==> config.mk <==
export PLATFORM = sky130hd
export DESIGN_NAME = char_list_push_delete_dump
export DESIGN_NICKNAME = d
export VERILOG_FILES = /design/src/clpd_pkg.sv /design/src/clpd_cell.sv /design/src/clpd_chain.sv /design/src/char_list_push_delete_dump.sv
export SDC_FILE = /design/constraint.sdc
export NUM_CORES = 1
export LEC_CHECK = 0
export ABC_CLOCK_PERIOD_IN_PS = 3350
export BUFFER_PORTS_ARGS = -buffer_cell sky130_fd_sc_hd__buf_2
export CAP_MARGIN = 25
export CORE_AREA = 10 10 182 184
export DETAILED_ROUTE_END_ITERATION = 8
export DIE_AREA = 0 0 192 194
export PLACE_DENSITY = 0.52
export SLEW_MARGIN = 20
export SYNTH_ARGS = -nofsm -noshare
export SYNTH_HDL_FRONTEND = slang
export SYNTH_SLANG_ARGS = --single-unit
==> constraint.sdc <==
create_clock -name i_clk -period 3.35 [get_ports i_clk]
set_clock_uncertainty 0.1 [all_clocks]
set_input_delay 0.67 -clock i_clk [delete_from_list [all_inputs] [get_ports i_clk]]
set_output_delay 0.67 -clock i_clk [all_outputs]
set_load 0.02 [all_outputs]
==> src/clpd_pkg.sv <==
// Shared codes, constants and chain control types for the char list block.
package clpd_pkg;

    localparam int DEPTH_DEF = 16;

    localparam int REQ_W   = 3;
    localparam int VALUE_W = 8;
    localparam int KIND_W  = 2;
    localparam int STAT_W  = 2;

    // request codes
    localparam logic [REQ_W-1:0] REQ_PUSH      = 3'd0;
    localparam logic [REQ_W-1:0] REQ_DELETE    = 3'd1;
    localparam logic [REQ_W-1:0] REQ_DUMP_FRNT = 3'd2;
    localparam logic [REQ_W-1:0] REQ_DUMP_BACK = 3'd3;
    localparam logic [REQ_W-1:0] REQ_CLEAR     = 3'd4;

    // result kinds
    localparam logic [KIND_W-1:0] KIND_ACK   = 2'd0;
    localparam logic [KIND_W-1:0] KIND_ELEM  = 2'd1;
    localparam logic [KIND_W-1:0] KIND_EMPTY = 2'd2;

    // status codes
    localparam logic [STAT_W-1:0] STAT_OK       = 2'd0;
    localparam logic [STAT_W-1:0] STAT_NOTFOUND = 2'd1;
    localparam logic [STAT_W-1:0] STAT_FULL     = 2'd2;

    // what every cell does in a cycle
    typedef enum logic [1:0] {
        OP_HOLD,
        OP_SHL,   // take the right neighbor (toward the front)
        OP_SHR    // take the left neighbor (toward the back)
    } t_cell_op;

    typedef struct packed {
        t_cell_op             op;
        logic                 cap_en;  // one addressed cell loads bcast instead
        logic [VALUE_W-1:0]   bcast;
    } t_cell_ctl;

endpackage

==> src/clpd_cell.sv <==
// One storage cell of the entry chain: holds a byte, shifts or captures.
module clpd_cell #(
    parameter int IDX_W    = 4,
    parameter int CELL_IDX = 0
) (
    input  logic                          i_clk,
    input  clpd_pkg::t_cell_ctl           i_ctl,
    input  logic [IDX_W-1:0]              i_cap_idx,
    input  logic [clpd_pkg::VALUE_W-1:0]  i_from_left,
    input  logic [clpd_pkg::VALUE_W-1:0]  i_from_right,
    output logic [clpd_pkg::VALUE_W-1:0]  o_data
);
    import clpd_pkg::*;

    logic [VALUE_W-1:0] r_data;
    logic [VALUE_W-1:0] n_data;

    always_comb begin
        if (i_ctl.cap_en && (i_cap_idx == IDX_W'(CELL_IDX))) begin
            n_data = i_ctl.bcast;
        end else begin
            unique case (i_ctl.op)
                OP_SHL:  n_data = i_from_right;
                OP_SHR:  n_data = i_from_left;
                default: n_data = r_data;
            endcase
        end
    end

    always_ff @(posedge i_clk) begin
        r_data <= n_data;
    end

    assign o_data = r_data;

endmodule

==> src/clpd_chain.sv <==
// Ring of DEPTH cells; cell 0 is the front, cell DEPTH-1 the back.
module clpd_chain #(
    parameter int DEPTH = clpd_pkg::DEPTH_DEF,
    parameter int IDX_W = (DEPTH > 1) ? $clog2(DEPTH) : 1
) (
    input  logic                          i_clk,
    input  clpd_pkg::t_cell_ctl           i_ctl,
    input  logic [IDX_W-1:0]              i_cap_idx,
    output logic [clpd_pkg::VALUE_W-1:0]  o_head,
    output logic [clpd_pkg::VALUE_W-1:0]  o_tail
);
    import clpd_pkg::*;

    logic [VALUE_W-1:0] w_data [DEPTH];

    for (genvar g = 0; g < DEPTH; g++) begin : g_cell
        clpd_cell #(
            .IDX_W    (IDX_W),
            .CELL_IDX (g)
        ) u_cell (
            .i_clk        (i_clk),
            .i_ctl        (i_ctl),
            .i_cap_idx    (i_cap_idx),
            .i_from_left  (w_data[(g + DEPTH - 1) % DEPTH]),
            .i_from_right (w_data[(g + 1) % DEPTH]),
            .o_data       (w_data[g])
        );
    end

    assign o_head = w_data[0];
    assign o_tail = w_data[DEPTH-1];

endmodule

==> src/char_list_push_delete_dump.sv <==
// Top level of the char list block: request sequencer around the cell chain.
// Ordered store of up to DEPTH bytes held in a ring of cells, front at cell 0.
// Request channel: a beat is taken at a rising edge with start high and busy
// low (req_type, item_value). Result channel: each result beat is shown for
// exactly one cycle with o_valid high; the receiver cannot stall it.
// Push: the chain shifts toward the back and cell 0 loads the byte;
//   one ack beat the cycle after the request (status full if no room).
// Clear and unknown requests: one ack beat.
// Delete: an empty store is acked at once. Each cycle the front byte leaves the
//   ring and, unless it matches, is written back at the live tail; the ack
//   beat follows the last step.
// Dump: a full rotation of the ring that leaves it as it was.
//   Front dump rotates toward the front and emits cell 0 while the rotation
//   step is below count; back dump rotates toward the back and emits cell
//   DEPTH-1 once the step reaches DEPTH-count. One beat per cycle, last marks
//   the final one. An empty store answers with one empty marker beat at once.
// Throughput: one request at a time; the next may start in the cycle the final
//   beat is shown, except that a front dump of fewer than DEPTH entries stays
//   busy until its rotation is done.
// Reset (synchronous, active low) empties the store; cell bytes are not
//   cleared and are never read beyond the count.
module char_list_push_delete_dump #(
    parameter int DEPTH = clpd_pkg::DEPTH_DEF
) (
    input  logic                          i_clk,
    input  logic                          i_rst_n,
    input  logic                          start,
    output logic                          busy,
    input  logic [clpd_pkg::REQ_W-1:0]    i_req_type,
    input  logic [clpd_pkg::VALUE_W-1:0]  i_item_value,
    output logic                          o_valid,
    output logic [clpd_pkg::KIND_W-1:0]   o_result_kind,
    output logic [clpd_pkg::VALUE_W-1:0]  o_out_value,
    output logic [clpd_pkg::STAT_W-1:0]   o_status,
    output logic                          o_last
);
    import clpd_pkg::*;

    localparam int IDX_W = (DEPTH > 1) ? $clog2(DEPTH) : 1;
    localparam int CNT_W = $clog2(DEPTH + 1);

    typedef enum logic [1:0] {
        S_IDLE,
        S_DEL,
        S_DUMP
    } t_state;

    t_state             r_state;
    logic [CNT_W-1:0]   r_count;     // live entries; shrinks during a delete
    logic [CNT_W-1:0]   r_rem;       // delete steps left
    logic [VALUE_W-1:0] r_val;       // byte being deleted
    logic               r_found;
    logic               r_back;      // dump direction
    logic [IDX_W-1:0]   r_step;      // rotation step of a dump

    logic               r_valid;
    logic [KIND_W-1:0]  r_kind;
    logic [VALUE_W-1:0] r_value;
    logic [STAT_W-1:0]  r_status;
    logic               r_last;

    t_cell_ctl          w_ctl;
    logic [IDX_W-1:0]   w_cap_idx;
    logic [VALUE_W-1:0] w_head;
    logic [VALUE_W-1:0] w_tail;

    logic               w_accept;
    logic               w_full;
    logic               w_keep;
    logic [CNT_W-1:0]   w_step_x;
    logic               w_step_end;
    logic               w_emit_f;
    logic               w_last_f;
    logic               w_emit_b;

    assign w_accept   = start && (r_state == S_IDLE);
    assign w_full     = (r_count >= CNT_W'(DEPTH));
    assign w_keep     = (w_head != r_val);
    assign w_step_x   = CNT_W'(r_step);
    assign w_step_end = (r_step == IDX_W'(DEPTH - 1));
    assign w_emit_f   = (w_step_x < r_count);
    assign w_last_f   = ((w_step_x + CNT_W'(1)) == r_count);
    assign w_emit_b   = (w_step_x >= (CNT_W'(DEPTH) - r_count));

    // chain control
    always_comb begin
        w_ctl.op     = OP_HOLD;
        w_ctl.cap_en = 1'b0;
        w_ctl.bcast  = w_head;
        w_cap_idx    = IDX_W'(r_count - CNT_W'(1));
        unique case (r_state)
            S_IDLE: begin
                if (w_accept && (i_req_type == REQ_PUSH) && !w_full) begin
                    w_ctl.op     = OP_SHR;
                    w_ctl.cap_en = 1'b1;
                    w_ctl.bcast  = i_item_value;
                    w_cap_idx    = '0;
                end
            end
            S_DEL: begin
                // front byte goes back in at the live tail if it survives
                w_ctl.op     = OP_SHL;
                w_ctl.cap_en = w_keep;
            end
            S_DUMP: begin
                w_ctl.op = r_back ? OP_SHR : OP_SHL;
            end
            default: ;
        endcase
    end

    clpd_chain #(
        .DEPTH (DEPTH),
        .IDX_W (IDX_W)
    ) u_chain (
        .i_clk     (i_clk),
        .i_ctl     (w_ctl),
        .i_cap_idx (w_cap_idx),
        .o_head    (w_head),
        .o_tail    (w_tail)
    );

    // sequencer and result register
    always_ff @(posedge i_clk) begin
        if (!i_rst_n) begin
            r_state <= S_IDLE;
            r_count <= '0;
            r_valid <= 1'b0;
            r_last  <= 1'b0;
        end else begin
            r_valid <= 1'b0;
            unique case (r_state)
                S_IDLE: begin
                    if (w_accept) begin
                        r_kind   <= KIND_ACK;
                        r_value  <= '0;
                        r_status <= STAT_OK;
                        r_last   <= 1'b1;
                        r_val    <= i_item_value;
                        r_rem    <= r_count;
                        r_found  <= 1'b0;
                        r_step   <= '0;
                        r_back   <= (i_req_type == REQ_DUMP_BACK);
                        unique case (i_req_type)
                            REQ_PUSH: begin
                                r_valid <= 1'b1;
                                if (w_full) begin
                                    r_status <= STAT_FULL;
                                end else begin
                                    r_count <= r_count + CNT_W'(1);
                                end
                            end
                            REQ_DELETE: begin
                                if (r_count == '0) begin
                                    r_valid  <= 1'b1;
                                    r_status <= STAT_NOTFOUND;
                                end else begin
                                    r_state <= S_DEL;
                                end
                            end
                            REQ_DUMP_FRNT, REQ_DUMP_BACK: begin
                                if (r_count == '0) begin
                                    r_valid <= 1'b1;
                                    r_kind  <= KIND_EMPTY;
                                end else begin
                                    r_state <= S_DUMP;
                                end
                            end
                            REQ_CLEAR: begin
                                r_valid <= 1'b1;
                                r_count <= '0;
                            end
                            default: begin
                                r_valid <= 1'b1;
                            end
                        endcase
                    end
                end
                S_DEL: begin
                    if (!w_keep) begin
                        r_count <= r_count - CNT_W'(1);
                        r_found <= 1'b1;
                    end
                    r_rem <= r_rem - CNT_W'(1);
                    if (r_rem == CNT_W'(1)) begin
                        r_valid  <= 1'b1;
                        r_kind   <= KIND_ACK;
                        r_value  <= '0;
                        r_status <= (r_found || !w_keep) ? STAT_OK : STAT_NOTFOUND;
                        r_last   <= 1'b1;
                        r_state  <= S_IDLE;
                    end
                end
                S_DUMP: begin
                    r_kind   <= KIND_ELEM;
                    r_status <= STAT_OK;
                    if (r_back) begin
                        r_valid <= w_emit_b;
                        r_value <= w_tail;
                        r_last  <= w_step_end;
                    end else begin
                        r_valid <= w_emit_f;
                        r_value <= w_head;
                        r_last  <= w_last_f;
                    end
                    r_step <= r_step + IDX_W'(1);
                    if (w_step_end) begin
                        r_state <= S_IDLE;
                    end
                end
                default: r_state <= S_IDLE;
            endcase
        end
    end

    assign busy          = (r_state != S_IDLE);
    assign o_valid       = r_valid;
    assign o_result_kind = r_kind;
    assign o_out_value   = r_value;
    assign o_status      = r_status;
    assign o_last        = r_last;

`ifndef NO_ASSERTIONS
    a_count_bound: assert property (@(posedge i_clk) disable iff (!i_rst_n)
        r_count <= CNT_W'(DEPTH))
        else $error("entry count above depth");

    a_push_grows: assert property (@(posedge i_clk) disable iff (!i_rst_n)
        (w_accept && (i_req_type == REQ_PUSH) && !w_full)
        |=> (r_count == $past(r_count) + CNT_W'(1)) && o_valid && (o_status == STAT_OK))
        else $error("push did not add an entry");

    a_nonelem_last: assert property (@(posedge i_clk) disable iff (!i_rst_n)
        (o_valid && (o_result_kind != KIND_ELEM)) |-> o_last)
        else $error("status or empty beat without last");

    a_del_no_grow: assert property (@(posedge i_clk) disable iff (!i_rst_n)
        (r_state == S_DEL) |=> (r_count <= $past(r_count)))
        else $error("delete grew the store");

    a_idle_after_last: assert property (@(posedge i_clk) disable iff (!i_rst_n)
        (o_valid && o_last && (r_state != S_IDLE)) |-> (r_state == S_DUMP) && !r_back)
        else $error("final beat while still busy");
`endif

endmodule
==> results of run 1 <==
## where the power goes
part | total, mW | internal, mW | switching, mW | leakage [nW]
clock network | 1.87 | 0.973 | 0.899 | 0.263
registers | 2.83 | 2.64 | 0.193 | 1.55
logic | 1.04 | 0.427 | 0.616 | 2.14
## worst min-delay path by stage
stage / end / startpoint / slack, ps / cells after the start
after floorplan: u_chain.g_cell[1].u_cell.o_data[0] / u_chain.g_cell[2].u_cell.o_data[0] / 450 / 1
after global placement: o_last / o_last / 410 / 2
after detailed placement: o_last / o_last / 400 / 2
after CTS: r_val[7] / i_item_value[7] / 330 / 1
after global routing: r_val[0] / i_item_value[0] / 330 / 1
final: r_val[1] / i_item_value[1] / 340 / 1
## cells in the final DEF (no fill, tap or decap), types with 5 or more instances in the layout
master,count
nand2b_1,5
a21oi_1,52
buf_2,28
nand3_1,13
nor2b_1,13
o21ai_0,19
nor2_2,8
inv_1,20
clkbuf_16,17
a22oi_1,40
edfxtp_1,159
ha_1,18
mux2i_1,187
dfxtp_1,9
mux2_2,8
buf_12,8
xor2_1,5
nor2_1,14
buf_4,48
and2_1,8
o31ai_1,6
nor3_1,5
nand2_1,50
xnor2_1,11
## state kept, by name (all words and copies together) (netlist names)
register / cells
r_state: 2
o_valid: 1
u_chain.g_cell.u_cell.o_data: 128
o_status: 2
r_val: 8
r_rem: 5
o_last: 1
r_back: 1
o_result_kind: 2
r_found: 1
r_count: 5
r_step: 4
o_out_value: 8
## kinds of logic (layout without fill, tap and decap cells)
group / after synthesis / in the layout / share of synthesized area [%]
compound gates: 147 / 147 / 10.4
xor+xnor: 16 / 16 / 1.51
fa+ha+maj: 18 / 18 / 2.42
buf+inv: 67 / 136 / 3.80
flops: 168 / 168 / 53.3
mux: 195 / 195 / 21.1
simple gates: 139 / 139 / 7.45
## synthesized netlist by cell type, types with 3 or more instances
cell type	n	area share [%]
a211oi_1	4	0.32
a21o_1	4	0.32
a21oi_1	52	2.8
a22oi_1	40	3.2
and2_1	9	0.61
and3_1	4	0.27
buf_2	8	0.43
buf_6	9	1.1
clkbuf_1	25	1.0
dfxtp_1	9	1.9
edfxtp_1	159	51
ha_1	18	2.4
inv_1	20	0.81
mux2_2	8	0.97
mux2i_1	187	20
nand2_1	51	2.1
nand2b_1	5	0.34
nand3_1	13	0.70
nand4_1	4	0.27
nor2_1	18	0.73
nor2_2	4	0.27
nor2b_1	13	0.88
nor3_1	5	0.27
nor3b_1	4	0.32
o211ai_1	3	0.24
o21a_1	3	0.24
o21ai_0	19	1.0
o31ai_1	6	0.48
or3_1	3	0.20
xnor2_1	11	1.0
xor2_1	5	0.47
## routing by layer
layer | vias up | track usage [%] | part of all wire [%] | routed length (um)
met3 | 24 | 1.85 | 4.1 | 1010
met5 | - | 0 | 0 | 0
li1 | 2969 | - | - | -
met2 | 157 | 19.4 | 44 | 10900
met4 | 0 | 4.41 | 1.5 | 365
met1 | 3118 | 19.7 | 51 | 12600
## stage by stage
step	utilization (%)	TNS [ps]	worst slack, ps
floorplan	-	-6960	-73.5
global placement	34.6	-796	-50.9
detailed placement	34.7	-1130	-74.7
CTS	36.5	0	84.0
global route	36.6	-848	-38.2
finish	36.6	0	139
## area by class of cell
type / instances / area share, %
Timing Repair Buffer: 84 / 6.14
Inverter: 20 / 0.698
Multi-Input combinational cell: 515 / 37.5
Tap cell: 390 / 4.54
Clock buffer: 19 / 4.02
Sequential cell: 168 / 46.1
Clock inverter: 13 / 1.07
## repair_timing
action                     4_1_cts  5_1_grt
gates resized for setup          0        5
setup endpoints to repair        0       64
setup buffers                    0        0
==> run metrics, run 1 <==
status completed; Design Area, Final between 0.01 and 0.015 mm^2; Rel. slew slack a little over a third; max_cap viols 0; slowest CP cell a221o_2; worst-skew pair later-pin latency ~430 ps; Avg Inst Size Synth 12.4 um^2; CP Cell Sequence inv_1, ha_1, inv_1, nor3_1, ha_1, buf_4, a2111oi_4, buf_4, nor2_1, a221o_2, or2b_1; fin cells roughly 1,200; Multi-input gate area about 0.004 mm^2; DRT Pass-1 Iters 5; Seq/Total Area, Yosys a little over half; largest net degree at the start of global routing between 50 and 60; Overflow after GRT 0; Post-DP Area 0.0102 mm^2; Critical Path Stages 11; R2R Path End u_chain.g_cell[6].u_cell.o_data[4]; CTS root buffer clkbuf_16; Mapped Area between 0.009 and 0.01 mm^2; synthesized flop and latch total between 150 and 200; DRT antenna net count 0; fin crit share a little over nine tenths; Critical Path AT 3210 ps; hpwl dp about 18 mm; number of global-route vias before repair 6,160; fin crit period approximately 3200 ps; CTS Buffer Depth 2; Top delay family on crit path compound AO/OA/AOI/OAI gates; input/output buffers 28; share of cells above drive strength 1 approximately 17%; H-tree levels 4; max incr delay on CP roughly 550 ps; Starting DRT DRC Count 441; initial antenna violation count 0; die area ~0.037 mm^2; overall power about 5.7 mW; fin nets ~840; final hold violations 0; Post-Synthesis Cells between 700 and 800; Area Overhead vs Synth 15.8%; r2r setup slk 140 ps; synth warn 0; io pins 29; CTS Hold Bufs 0; max-slew violations 0; Buf/Inv on CP 4; DR DRC count 0; Filler Cells Inserted 2,861; FFs w/ async S/R, synth 0%; PD cells roughly 530 mW/mm^2; Routed wire per std cell slightly above 20 um; Hold WS approximately 340 ps; most common flop cell mapped by yosys edfxtp_1; CP Launch Point r_count[0]; TritonCTS buffer count 17; CP Capture Type register; Tot GR Track Use between 10% and 20%; Starting Density a little under a third; RePlAce Congestion 0.766; Fmax achieved between 300 and 400 MHz; RSZ-0062 raised after global routing true; register area approximately 0.0050 mm^2; CTS tree built; Placed Cells 1,177; core area about 0.03 mm^2; worst-path fanout max 16; Max VDD drop 0.000390 V; Reg2Reg Depth 11; Hold Path Class in2reg; Reg2Reg Launch Point r_count[0]; Die W ~190 um; Final setup viols 0; die height 194 um; actual slew at the worst max-slew pin approximately 950 ps; FP Rows 63; first-pass GRT wire length 38.2 mm; post-synthesis cell type count 51; Req. time, crit path roughly 3400 ps; via count 6,268; Mapped Nets about 780; ANT cells 0; Pleak approximately 4.0 nW; Worst setup SP type register; via density per instance between 5 and 6; drt total wl 24.9 mm; critical path class reg2reg; Critical Path Sink u_chain.g_cell[6].u_cell.o_data[4]; Post-synth EDFFs between 150 and 200; total clock sinks 168; clock slew at the register clock pins of the worst setup and hold paths around 70 ps
No activity file was read; power rests on OpenSTA's default activity.
==> run 2, diff against run 1 <==
--- a/config.mk
+++ b/config.mk
@@ -8,11 +8,12 @@
 export ABC_CLOCK_PERIOD_IN_PS = 3350
 export BUFFER_PORTS_ARGS = -buffer_cell sky130_fd_sc_hd__buf_2
 export CAP_MARGIN = 25
-export CORE_AREA = 10 10 182 184
+export CORE_AREA = 10 10 197 199
 export DETAILED_ROUTE_END_ITERATION = 8
-export DIE_AREA = 0 0 192 194
+export DIE_AREA = 0 0 207 209
 export PLACE_DENSITY = 0.52
 export SLEW_MARGIN = 20
 export SYNTH_ARGS = -nofsm -noshare
 export SYNTH_HDL_FRONTEND = slang
+export SYNTH_HIERARCHICAL = 1
 export SYNTH_SLANG_ARGS = --single-unit
==> run metrics, run 2 <==
Top delay family on crit path buffers and inverters; number of global-route vias before repair 6,423 (+4.3%); CP Launch Point r_count[0]; R2R Path End u_chain/g_cell[10].u_cell/o_data[2]; Seq/Total Area, Yosys 44.8% (-8.5 points); Reg2Reg Depth 13 (+2); drt total wl 26.7 mm (+7.2%); total clock sinks 168 (unchanged); TNS Setup 0 ps (unchanged); io pins 29 (unchanged); RePlAce Congestion 0.765 (about the same); most common flop cell mapped by yosys edfxtp_1; hpwl dp 19.3 mm (+9.9%); Post-Synthesis Cells 751 (+0.13%); final hold violations 0 (unchanged); CTS root buffer clkbuf_16; Critical Path Stages 13 (+2); fin crit share 94.8% (-1.1 points); Core Util, Final 36.5% (-0.085 points); DRT Pass-1 Iters 4 (-1); critical path class reg2reg; CTS Buffer Depth 2 (unchanged); post-synthesis cell type count 64 (+25%); Reg2Reg Launch Point r_count[0]; FP Rows 69 (+9.5%); fin nets 861 (+2.7%); Post-synth EDFFs 159 (unchanged); ANT cells 0 (unchanged); commonest cells after routing, fill and taps aside 228 x mux2_4, 159 x edfxtp_1, 54 x buf_4; clock slew at the register clock pins of the worst setup and hold paths 70 ps (about the same); CP most frequent cell buf_4; worst-path fanout max 8 (-8); die height 209 um (+7.7%); Rel. slew slack 49.9% (+13 points); Mapped Nets 783 (+0.13%); TritonCTS buffer count 17 (unchanged); die area 0.0433 mm^2 (+16%); CTS Hold Bufs 0 (unchanged); Routed wire per std cell 20.5 um (-0.50%); slowest CP cell o41ai_4; CP Capture Type register; max incr delay on CP 410 ps (-140 ps); status completed; CP Cell Sequence buf_4, o41ai_4, nand2_2, nor4_4, buf_12, buf_4, a21oi_4, nor2_4, buf_4, nor2b_1, buf_4, mux2_4, mux2_4; core area 0.0351 mm^2 (+19%); first-pass GRT wire length 41.0 mm (+7.2%); via density per instance 4.86 (-6.2%); Final setup viols 0 (unchanged); fin crit period 3170 ps (-36.0 ps); synthesized flop and latch total 168 (unchanged); overall power 12.0 mW (+110%); Req. time, crit path 3450 ps (+100 ps); via count 6,334 (+1.1%); DR DRC count 0 (unchanged); max_cap viols 0 (unchanged); initial antenna violation count 0 (unchanged); Critical Path AT 3270 ps (+60 ps); Post-synth top cells 228 x mux2_4, 159 x edfxtp_1, 33 x a21oi_1; Worst setup SP type register; PD cells 938 mW/mm^2 (+76%); synth warn 6 (+6); DRT antenna net count 0 (unchanged); Pleak 5.18 nW (+31%); Mapped Area 0.0111 mm^2 (+19%); Area Overhead vs Synth 15.7% (about the same); max FFs per register 128 (unchanged); Avg Inst Size Synth 14.7 um^2 (+19%); Critical Path Sink u_chain/g_cell[10].u_cell/o_data[2]; input/output buffers 28 (unchanged); Tot GR Track Use 12.3% (-1.0 points); top cell type's share of synthesized area 43.2% (-8.2 points); r2r setup slk 180 ps (+40 ps); H-tree levels 4 (unchanged); share of cells above drive strength 1 49.4% (+32 points); Die W 207 um (+7.8%); Starting DRT DRC Count 316 (-28%); Starting Density 31.6% (-0.046 points); Yosys top cell by area edfxtp_1; actual slew at the worst max-slew pin 745 ps (-202 ps); worst-skew pair later-pin latency 440 ps (about the same); RSZ-0062 raised after global routing true; Hold Path Class in2reg; CTS tree built; top-count cell post-synth mux2_4; Buf/Inv on CP 5 (+1); Fmax achieved 315 MHz (+1.1%); largest net degree at the start of global routing 33 (-38%); max-slew violations 0 (unchanged); FFs w/ async S/R, synth 0% (unchanged); Max VDD drop 0.000398 V (+2.0%); commonest non-fill, non-tap cell in the layout mux2_4; Overflow after GRT 0 (unchanged); ranking of synthesized cells by area edfxtp_1 43%, mux2_4 31%, mux2i_1 2.4%, xnor2_1 2.2%, ha_1 2.0%
[run 2: changes by cell type after synthesis, moves of 19 or more]
cell,delta
a22oi_1,-40
a21oi_1,-19
mux2_4,+228
nand2_1,-22
clkbuf_1,-19
mux2i_1,-160
[run 2: routing by layer]
metal | GRT usage [%] | up-vias | wire length, um
met3 | 2.09 | 18 | 811
met4 | 3.02 | 0 | 256
met2 | 19.9 | 104 | 12500
met5 | 0 | - | 0
met1 | 16.7 | 3200 | 13100
li1 | - | 3012 | -
[run 2: cells by family after synthesis]
family	after synthesis	share of synthesized area (%)
XOR/XNOR	33	2.61
flip-flops	168	44.8
AND/OR/NAND/NOR	155	9.40
AO/OA/AOI/OAI	68	4.37
multiplexers	259	33.8
buffers and inverters	50	3.00
adder cells (fa/ha/maj)	18	2.04
[run 2: worst reg2reg max path, stage by stage (launching register included)]
cell and delay, ps:
dfxtp_2 340, buf_4 140, o41ai_4 410, nand2_2 110
nor4_4 210, buf_12 180, buf_4 130, a21oi_4 30
nor2_4 170, buf_4 190, nor2b_1 130, buf_4 210
mux2_4 320, mux2_4 260
[run 2: how the worst min path moves through the flow]
| stage | from | to | slack [ps] | cells past startpoint |
|---|---|---|---|---|
| detailed placement | r_back | o_last | 460 | 2 |
| finish | i_item_value[4] | r_val[4] | 320 | 1 |
| CTS | i_item_value[2] | r_val[2] | 310 | 1 |
| floorplan | r_state[1] | r_state[1] | 390 | 2 |
| global placement | r_back | o_last | 480 | 2 |
| global route | i_item_value[2] | r_val[2] | 310 | 1 |
[run 2: cell type report]
class | count | area [um^2]
Timing Repair Buffer | 90 | 692
Fill cell | 3386 | 22300
Tap cell | 461 | 577
Clock inverter | 15 | 148
Sequential cell | 168 | 4960
Multi-Input combinational cell | 533 | 5920
Inverter | 19 | 73.8
Clock buffer | 17 | 425
[run 2: report_power, final]
| part | leakage [nW] | total (mW) | internal, mW | switching, mW |
|---|---|---|---|---|
| clock | 0.285 | 1.97 | 1.10 | 0.874 |
| sequential | 1.55 | 4.58 | 3.76 | 0.826 |
| combinational | 3.35 | 5.44 | 2.92 | 2.52 |
[run 2: stage by stage]
stage | hold WS [ps] | setup WS, ps | std cells | cell area, um^2
2_1_floorplan | 387 | -218 | 751 | 11100
3_3_place_gp | 477 | -90.1 | 1269 | 12100
3_5_place_dp | 464 | -143 | 1269 | 12100
4_1_cts | 306 | 17.9 | 1303 | 12800
5_1_grt | 308 | -3.41 | 1303 | 12800
6_report | 324 | 175 | 1303 | 12800
[run 2: timing repair]
action,CTS,global route
gates resized for setup,13,8
buffers inserted,1,0
pin swaps,2,1
setup endpoints to repair,111,53
gates cloned,1,0
==> run 3, diff against run 2 <==
--- a/config.mk
+++ b/config.mk
@@ -5,12 +5,13 @@
 export SDC_FILE = /design/constraint.sdc
 export NUM_CORES = 1
 export LEC_CHECK = 0
+export ABC_AREA = 1
 export ABC_CLOCK_PERIOD_IN_PS = 3350
 export BUFFER_PORTS_ARGS = -buffer_cell sky130_fd_sc_hd__buf_2
 export CAP_MARGIN = 25
-export CORE_AREA = 10 10 197 199
+export CORE_AREA = 10 10 199 201
 export DETAILED_ROUTE_END_ITERATION = 8
-export DIE_AREA = 0 0 207 209
+export DIE_AREA = 0 0 209 211
 export PLACE_DENSITY = 0.52
 export SLEW_MARGIN = 20
 export SYNTH_ARGS = -nofsm -noshare
==> run metrics, run 3 <==
FP Rows 69 (unchanged); Compound-Gate Fraction of Synth Area 2.13% (-2.2 points); Post-synth top cells 649 x nand2_1, 209 x nand3_1, 159 x edfxtp_1; Worst setup SP type register; Die W 209 um (+0.97%); Post-Place Setup Slack 116 ps (+259 ps); share of cells above drive strength 1 15.1% (-34 points); combinational family with the most area after synthesis simple AND/OR/NAND/NOR gates; first-pass GRT wire length 51.6 mm (+26%); Hold Path Class in2reg; clock slew at the register clock pins of the worst setup and hold paths 70 ps (about the same); Pleak 6.02 nW (+16%); io pins 29 (unchanged); status completed; Mapped Nets 1,453 (+86%); Final setup viols 0 (unchanged); post-synthesis cell type count 40 (-38%); CP Capture Type register; synth warn 6 (unchanged); DR DRC count 0 (unchanged); die area 0.0441 mm^2 (+1.9%); final hold violations 0 (unchanged); CTS Buffer Depth 2 (unchanged); max FFs per register 128 (unchanged); fin crit share 92.8% (-2.0 points); Post-Synthesis Cells 1,421 (+89%); ANT cells 0 (unchanged); Mapped Area 0.0112 mm^2 (+1.6%); worst-skew pair later-pin latency 430 ps (about the same); die height 211 um (+0.96%); Post-synth EDFFs 159 (unchanged); Simple-Gate Fraction of Synth Area 44.9% (+35 points); Avg Inst Size Synth 7.91 um^2 (-46%); DRT Pass-1 Iters 5 (+1); total clock sinks 168 (unchanged); synthesized flop and latch total 168 (unchanged); worst-path fanout max 24 (+16); RePlAce Congestion 0.872 (+14%); Resize count post-CTS 0 (-13); Synth Area in Adders 2.00% (-0.032 points); Req. time, crit path 3330 ps (-120 ps); PnR worst setup slack 241 ps (+65.8 ps); fin crit period 3110 ps (-65.8 ps); drt total wl 33.0 mm (+24%); Rel. slew slack 41.9% (-8.0 points); Area Overhead vs Synth 14.2%; largest net degree at the start of global routing 41 (+24%); PD cells 1160 mW/mm^2 (+24%); CTS Hold Bufs 0 (unchanged); input/output buffers 28 (unchanged); Multi-input gate area 0.00571 mm^2 (-3.5%); Seq/Total Area, Yosys 44.1% (-0.71 points); top cell type's share of synthesized area 42.5% (-0.69 points); RSZ-0062 raised after global routing false; Synth Area in XOR/XNOR 1.25% (-1.4 points); Max VDD drop 0.000455 V (+14%); hpwl dp 24.3 mm (+26%); Critical Path AT 3090 ps (-180 ps); critical path class reg2reg; multiplexer area fraction after synthesis 0% (-34 points); Overflow after GRT 0 (unchanged); most common flop cell mapped by yosys edfxtp_1; max_cap viols 0 (unchanged); via density per instance 4.95 (+1.8%); Routed wire per std cell 16.9 um (-18%); H-tree levels 4 (unchanged); TNS Setup 0 ps (unchanged); Tot GR Track Use 14.8% (+2.6 points); number of global-route vias before repair 9,323 (+45%); top-count cell post-synth nand2_1; commonest non-fill, non-tap cell in the layout nand2_1; Filler Cells Inserted 3,664 (+8.2%); via count 9,681 (+53%); commonest cells after routing, fill and taps aside 648 x nand2_1, 207 x nand3_1, 159 x edfxtp_1; CTS tree built; max-slew violations 0 (unchanged); Starting Density 31.8% (+0.20 points); Starting DRT DRC Count 929 (+190%); CTS root buffer clkbuf_16; ranking of synthesized cells by area edfxtp_1 42%, nand2_1 22%, nand3_1 9.3%, nor2_8 2.7%, nand4_1 2.5%; register area 0.00495 mm^2 (about the same); post-CTS setup buffers 0 (-1); core area 0.0354 mm^2 (+0.99%); DRT antenna net count 0 (unchanged); actual slew at the worst max-slew pin 869 ps (+124 ps); FFs w/ async S/R, synth 0% (unchanged); fin nets 1,515 (+76%); Fmax achieved 322 MHz (+2.1%); TritonCTS buffer count 17 (unchanged); Yosys top cell by area edfxtp_1; initial antenna violation count 0 (unchanged)
-- run 3: per-layer routing --
metal	vias to the layer above	part of all wire (%)	GRT usage, %	wire (um)
li1	4838	-	-	-
met1	4520	46	19.7	15200
met2	287	47	24.7	15600
met3	36	5.4	2.26	1790
met4	0	1.4	3.94	454
met5	-	0	0	0
-- run 3: final timing paths --
kind	endpoint	slack, ps	startpoint	cells past startpoint
max	u_chain/g_cell[8].u_cell/o_data[6]	240	r_count[0]	13
min	r_val[6]	350	i_item_value[6]	1
max reg2reg	u_chain/g_cell[8].u_cell/o_data[6]	240	r_count[0]	13
min reg2reg	r_state[0]	420	r_state[0]	2
-- run 3: cells by family after synthesis --
family | count (synthesis)
xor+xnor | 16
fa+ha+maj | 18
compound gates | 43
flops | 168
buf+inv | 130
simple gates | 1046
-- run 3: where the power goes --
part,switching (mW),leakage (nW),internal [mW],total [mW]
Combinational,5.51,4.18,2.34,7.85
Sequential,0.922,1.56,4.02,4.94
Clock,0.846,0.283,1.24,2.09
-- run 3: worst max-delay path, cell delays in order, from the launching register on --
cell and delay, ps:
dfxtp_1 410, inv_1 80, ha_1 240, nand2_1 90
inv_1 50, ha_1 170, inv_1 80, nand4_1 170
buf_4 280, a21oi_4 220, buf_12 260, buf_4 190
nand2_4 80, nand3_1 330
-- run 3: area by class of cell --
class	count	share of cell area (%)
sequential	168	38.6
clock inverter	12	1.37
tap	461	4.49
inverter	103	3.15
timing repair buffer	70	4.52
clock buffer	19	3.37
multi-input combinational	1123	44.5
-- run 3: metrics by stage --
| step | power, mW | util [%] | hold WS, ps | std cells | instance area, um^2 |
|---|---|---|---|---|---|
| after CTS | 14.9 | 36.2 | 329 | 1956 | 12800 |
| final | 14.9 | 36.3 | 350 | 1956 | 12800 |
| after detailed placement | 12.8 | 34.5 | 413 | 1925 | 12200 |
| after global routing | 16.0 | 36.3 | 330 | 1956 | 12800 |
| after global placement | 12.7 | 34.5 | 408 | 1925 | 12200 |
| after floorplan | 10.1 | - | 388 | 1421 | 11300 |
